## config.mk

```make
export PLATFORM = sky130hd
export DESIGN_NAME = gfeds_qmul
export DESIGN_NICKNAME = d
export VERILOG_FILES = /design/src/rtl/grid_free_energy_density_sum_core_assert.svh /design/src/rtl/gfeds_pkg.sv /design/src/rtl/gfeds_qmul.sv
export SDC_FILE = /design/constraint.sdc
export NUM_CORES = 2
export LEC_CHECK = 0
export BUFFER_PORTS_ARGS = -buffer_cell sky130_fd_sc_hd__buf_2
export CAP_MARGIN = 40
export CELL_PAD_IN_SITES_DETAIL_PLACEMENT = 0
export CELL_PAD_IN_SITES_GLOBAL_PLACEMENT = 1
export CORE_MARGIN = 5
export CORE_UTILIZATION = 45
export CTS_CLUSTER_SIZE = 28
export DETAILED_ROUTE_END_ITERATION = 7
export GPL_TIMING_DRIVEN = 0
export PLACE_DENSITY_LB_ADDON = 0.1
export SYNTH_ARGS = -nofsm -noshare
export SYNTH_HDL_FRONTEND = slang
export SYNTH_SLANG_ARGS = --single-unit
```

## constraint.sdc

```tcl
create_clock -name i_clk -period 11.1 [get_ports i_clk]
set_clock_uncertainty 0.2 [all_clocks]
set_input_delay 0 -clock i_clk [delete_from_list [all_inputs] [get_ports i_clk]]
set_output_delay 0 -clock i_clk [all_outputs]
set_load 0.005 [all_outputs]
```

## src/rtl/grid_free_energy_density_sum_core_assert.svh

```systemverilog
// assertion macros for the free energy density core
`ifndef GRID_FREE_ENERGY_DENSITY_SUM_CORE_ASSERT_SVH
`define GRID_FREE_ENERGY_DENSITY_SUM_CORE_ASSERT_SVH

// consequent checked in the same cycle
`define GFEDS_ASSERT_SAME(name, ante, cons, msg) \
    name: assert property (@(posedge i_clk) disable iff (!i_rst_n) (ante) |-> (cons)) \
        else $error(msg);

// consequent checked in the next cycle
`define GFEDS_ASSERT_NEXT(name, ante, cons, msg) \
    name: assert property (@(posedge i_clk) disable iff (!i_rst_n) (ante) |=> (cons)) \
        else $error(msg);

`endif

```

## src/rtl/gfeds_pkg.sv

```systemverilog
// shared types, constants and fixed point helpers of the free energy density core
`default_nettype none

package gfeds_pkg;

    localparam int unsigned OUT_TDATA_W = 120;

    localparam logic signed [47:0] SAT_HI = 48'sh7FFF_FFFF_FFFF;
    localparam logic signed [47:0] SAT_LO = 48'sh8000_0000_0000;

    // 0.3 and 0.7 in q16.16
    localparam logic signed [32:0] Q_CA = 33'sd19661;
    localparam logic signed [32:0] Q_CB = 33'sd45875;

    localparam logic [10:0] RST_GRID_WIDTH  = 11'd1024;
    localparam logic [10:0] RST_GRID_HEIGHT = 11'd1024;
    localparam logic [1:0]  RST_MARGIN      = 2'd1;
    localparam logic [31:0] RST_KAPPA       = 32'd65536;
    localparam logic [30:0] RST_GRAD_WEIGHT = 31'd16384;
    localparam logic [30:0] RST_CELL_VOLUME = 31'd65536;

    typedef enum logic [2:0] {
        REG_GRID_WIDTH    = 3'd0,
        REG_GRID_HEIGHT   = 3'd1,
        REG_MARGIN        = 3'd2,
        REG_KAPPA         = 3'd3,
        REG_GRAD_X_WEIGHT = 3'd4,
        REG_GRAD_Y_WEIGHT = 3'd5,
        REG_CELL_VOLUME   = 3'd6
    } t_reg_idx;

    typedef enum logic [3:0] {
        ST_A2   = 4'd0,
        ST_B2   = 4'd1,
        ST_CHEM = 4'd2,
        ST_DX2  = 4'd3,
        ST_GX   = 4'd4,
        ST_DY2  = 4'd5,
        ST_GY   = 4'd6,
        ST_KG   = 4'd7,
        ST_E    = 4'd8
    } t_step;

    typedef struct packed {
        logic               start;
        logic signed [47:0] op_a;
        logic signed [47:0] op_b;
    } t_mul_req;

    typedef struct packed {
        logic               done;
        logic signed [47:0] prod;
    } t_mul_rsp;

    function automatic logic signed [47:0] sat48(input logic signed [50:0] v);
        logic signed [47:0] r;
        if (v > 51'(SAT_HI)) begin
            r = SAT_HI;
        end else if (v < 51'(SAT_LO)) begin
            r = SAT_LO;
        end else begin
            r = v[47:0];
        end
        return r;
    endfunction

    // product with 0.5, rounded half away from zero
    function automatic logic signed [47:0] q_half(input logic signed [47:0] v);
        logic [47:0] mag;
        logic [48:0] inc;
        logic [47:0] hm;
        mag = v[47] ? (~v[47:0] + 48'd1) : v[47:0];
        inc = {1'b0, mag} + 49'd1;
        hm  = inc[48:1];
        return v[47] ? (~hm + 48'd1) : hm;
    endfunction

endpackage

`default_nettype wire

```

## src/rtl/gfeds_qmul.sv

```systemverilog
// iterative q16.16 multiplier with rounding and 48 bit saturation
`default_nettype none

module gfeds_qmul
    import gfeds_pkg::*;
(
    input  wire logic     i_clk,
    input  wire logic     i_rst_n,
    input  wire t_mul_req i_req,
    output t_mul_rsp      o_rsp
);

    logic               r_busy;
    logic               r_done;
    logic [1:0]         r_phase;
    logic               r_neg;
    logic [47:0]        r_ua;
    logic [47:0]        r_ub;
    logic [95:0]        r_acc;
    logic signed [47:0] r_prod;

    logic [47:0]        mag_a;
    logic [47:0]        mag_b;
    logic [15:0]        chunk;
    logic [63:0]        pp;
    logic [95:0]        pp_sh;
    logic [79:0]        fin_mag;
    logic               fin_ovf;
    logic [47:0]        fin_val;

    assign mag_a = i_req.op_a[47] ? (~i_req.op_a[47:0] + 48'd1) : i_req.op_a[47:0];
    assign mag_b = i_req.op_b[47] ? (~i_req.op_b[47:0] + 48'd1) : i_req.op_b[47:0];

    always_comb begin
        case (r_phase)
            2'd0: chunk = r_ub[15:0];
            2'd1: chunk = r_ub[31:16];
            2'd2: chunk = r_ub[47:32];
            default: chunk = 16'd0;
        endcase
    end

    assign pp = r_ua * chunk;

    always_comb begin
        case (r_phase)
            2'd0: pp_sh = {32'd0, pp};
            2'd1: pp_sh = {16'd0, pp, 16'd0};
            2'd2: pp_sh = {pp, 32'd0};
            default: pp_sh = 96'd0;
        endcase
    end

    assign fin_mag = r_acc[95:16];
    assign fin_ovf = |fin_mag[79:47];
    assign fin_val = fin_ovf ? (r_neg ? SAT_LO : SAT_HI)
                             : (r_neg ? (~fin_mag[47:0] + 48'd1) : fin_mag[47:0]);

    always_ff @(posedge i_clk) begin
        if (!i_rst_n) begin
            r_busy  <= 1'b0;
            r_done  <= 1'b0;
            r_phase <= 2'd0;
        end else begin
            r_done <= 1'b0;
            if (i_req.start) begin
                r_busy  <= 1'b1;
                r_phase <= 2'd0;
            end else if (r_busy) begin
                if (r_phase == 2'd3) begin
                    r_busy <= 1'b0;
                    r_done <= 1'b1;
                end else begin
                    r_phase <= r_phase + 2'd1;
                end
            end
        end
    end

    always_ff @(posedge i_clk) begin
        if (i_req.start) begin
            r_ua  <= mag_a;
            r_ub  <= mag_b;
            r_neg <= i_req.op_a[47] ^ i_req.op_b[47];
            // rounding half ulp preloaded
            r_acc <= 96'h8000;
        end else if (r_busy && r_phase != 2'd3) begin
            r_acc <= r_acc + pp_sh;
        end
        if (r_busy && r_phase == 2'd3) begin
            r_prod <= fin_val;
        end
    end

    assign o_rsp.done = r_done;
    assign o_rsp.prod = r_prod;

endmodule

`default_nettype wire
```

==> impl_metrics.tcl <==
set metrics [dict create \
    max_stage_delay_ns 0.83 \
    dr.first_iter.drc_count 3117 \
    port_buffers 146 \
    fin_nets 6536 \
    cts_buffer_depth 3 \
    hold_viol 0 \
    synthArstFlopShare_pct 0 \
    ys_seq_area_share_pct 14.99 \
    grt_start_max_net_pins 63 \
    totalWireLength_um 156600 \
    dp_hpwl_um 126800 \
    cp.arrival_ns 11.49 \
    ant_nets 0 \
    drc_errors 0 \
    start_util_pct 45.36 \
    ctsHtreeMaxLevel 2 \
    synth_area_per_cell_um2 8.337 \
    violations "negative setup slack" \
    gr-usage-all-layers_pct 31.04 \
    clockRootBuffer "clkbuf_16" \
    dp_slack_ns -3.726 \
    cts_tree "built" \
    cp_top_family "adder cells" \
    grt_pass1_vias 38314 \
    timing.final.crit_share_pct 100.5 \
    path_class "flip-flop to flip-flop" \
    clk_pin_slew_ns 0.06 \
    die_w_um 317.0 \
    synth_area_mm2 0.04240 \
    dieArea_mm2 0.1005 \
    dr.pass1.iters 7 \
    clock-sinks 245 \
    rsz0062_at_grt "true" \
    vias_per_cell 5.596 \
    report.final.slew_viol_count 0 \
    std_cell_rows 112 \
    synth_cells 5086 \
    timing.slew.headroom_pct 37.59 \
    cpMaxStageDelayCell "a222oi_1" \
    synth_cell_types 83 \
    coreArea_mm2 0.09347 \
    clock_latency_ns 0.60 \
    routedWlPerCell_um 22.90 \
    area_delta_synth_final_pct 21.82 \
    hold_class "input pin to flip-flop" \
    crit_path_end_kind "flip-flop" \
    synth_edf_count 145 \
    die_h_um 317.0 \
    finalCriticalPeriod_ns 11.15 \
    yosysWarningCount 0 \
    ios 148 \
    finalSetupViolations 2 \
    route.vias.total 38264 \
    drive_above_1_share_pct 14.80 \
    cts_buffers 34 \
    synth_top_flop_cell "edfxtp_1" \
    n_fill_cell 8822 \
    tightestPinTransition_ns 0.9361 \
    grt_pass1_wl_um 237600 \
    outcome "finished, violations left" \
    setup.worst_path.start_class "flip-flop" \
    fmax_mhz 89.65 \
    setup_slack_ns -0.05415 \
    antenna_found_initial 8 \
    synth_seq_cells 245 \
    syn_nets 6066 \
    cpMostUsedCell "fa_1" \
    overflow 0 \
    drv_cap 0 \
    gp_congestion 0.9520 \
    crit_buf_inv 12 \
    critPathRequiredTime_ns 11.44 \
    path_max_fanout 7 \
]
==> Yosys cell counts (10+ instances only) <==
cell	number	area share, %
a21oi_1	253	3.0
or4_1	21	0.37
a211oi_1	20	0.35
nand4_1	66	0.97
inv_1	786	7.0
a222oi_1	23	0.54
or3_1	36	0.53
a21o_1	131	2.3
clkbuf_1	291	2.6
nor4_1	28	0.41
nand2_1	873	7.7
nor2_1	201	1.8
dfxtp_1	100	4.7
o21a_1	20	0.35
o311ai_0	24	0.50
o41ai_1	16	0.33
ha_1	238	7.0
and3_1	22	0.32
o221ai_1	10	0.21
edfxtp_1	145	10
or2_2	14	0.21
a31oi_1	24	0.35
fa_1	643	30
nor3_1	44	0.52
xor2_1	67	1.4
nand2b_1	23	0.34
o22ai_1	25	0.37
o21bai_1	29	0.51
and2_1	259	3.8
xnor2_1	168	3.5
nor2b_1	17	0.25
o31ai_1	45	0.80
o21ai_0	214	2.5
buf_1	16	0.14
nand3_1	45	0.53
==> repair_timing <==
item | 4_1_cts | 5_1_grt
cloned | 1 | 0
hold endpoints to repair | 135 | 0
buffers inserted | 70 | 70
pin swaps | 101 | 165
endpoints found under the setup margin | 76 | 53
hold buffers | 182 | 0
gates resized for setup | 414 | 273
==> metrics by stage <==
step	instances	setup TNS [ns]	utilization, %	hold slack [ns]	area, um^2
2_1_floorplan	5086	0	-	-0.1011	42400
3_3_place_gp	6486	-155.60	47.82	0.04059	44700
3_5_place_dp	6514	-144.55	48.22	0.03164	45070
4_1_cts	6785	-0.02310	53.60	0.03038	50100
5_1_grt	6835	-2.537	55.25	0.06911	51640
6_report	6838	-0.08760	55.26	0.05914	51650
==> per-layer routing <==
layer / wire length (um) / vias up / track usage, %
met5: 13 / - / 0
li1: - / 17420 / -
met4: 4949 / 2 / 7.479
met3: 13280 / 221 / 6.445
met2: 71870 / 1405 / 50.14
met1: 66460 / 19216 / 43.20
==> worst register-to-register path, delay by kind of cell, from the launching register on <==
kind | cells | cell delay, ns
simple gates | 8 | 1.11
fa+ha+maj | 9 | 3.92
xor+xnor | 2 | 0.39
compound gates | 17 | 3.78
buf+inv | 12 | 1.34
flops | 1 | 0.38
==> cells in the final DEF, fill, tap and decap left out, drive strengths merged, types with 24 or more instances in the layout <==
cell type	n
buf	345
nor4	28
ha	238
inv	789
o21ai	217
nand4	66
o22ai	25
a31oi	24
xor2	67
dfxtp	100
or3	38
edfxtp	145
o31ai	46
a21oi	253
nor3	48
nand3	45
o311ai	25
nor2	201
xnor2	168
nand2	873
o21bai	29
fa	643
a21o	131
nand2b	26
dlygate4sd3	182
clkbuf	259
and2	260
or4	29
==> state kept, by name, summed over array words and instances, names as in the netlist <==
| signal | count |
|---|---|
| r_ua | 48 |
| r_neg | 1 |
| r_phase | 2 |
| r_ub | 48 |
| r_done | 1 |
| r_prod | 48 |
| r_acc | 96 |
| r_busy | 1 |
==> worst paths after layout <==
check | start | slack, ns | end | cells past startpoint
setup / recovery | r_phase[0]$_SDFFE_PP0P_ | -0.05 | r_acc[95]$_SDFFE_PP0P_ | 48
hold / removal | i_req[47] | 0.06 | r_ub[22]$_DFFE_PP_ | 4
setup reg to reg | r_phase[0]$_SDFFE_PP0P_ | -0.05 | r_acc[95]$_SDFFE_PP0P_ | 48
hold reg to reg | r_acc[4]$_SDFFE_PP0P_ | 0.26 | r_acc[4]$_SDFFE_PP0P_ | 2
==> cell type report <==
class,instances,area [um^2],area share (%)
buffer,247,1189,2.301
tap,1254,1569,3.038
sequential,245,6364,12.32
multi-input combinational,3745,34360,66.51
antenna,3,7.507,0.01453
inverter,786,2955,5.722
clock inverter,19,257.7,0.4990
timing repair buffer,497,4074,7.887
clock buffer,42,880.8,1.705
==> logic make-up after synthesis <==
| family | after synthesis | share of synthesized area (%) |
|---|---|---|
| buffers and inverters | 1096 | 9.717 |
| and+or+nand+nor | 1697 | 18.85 |
| AOI/OAI and AO/OA | 932 | 14.21 |
| adders and majority gates | 881 | 37.38 |
| DFF | 245 | 14.99 |
| xor gates and xnor gates | 235 | 4.854 |
Power is not shown: default switching activity piles up to over one toggle a cycle in this logic, so the estimate is an artifact.
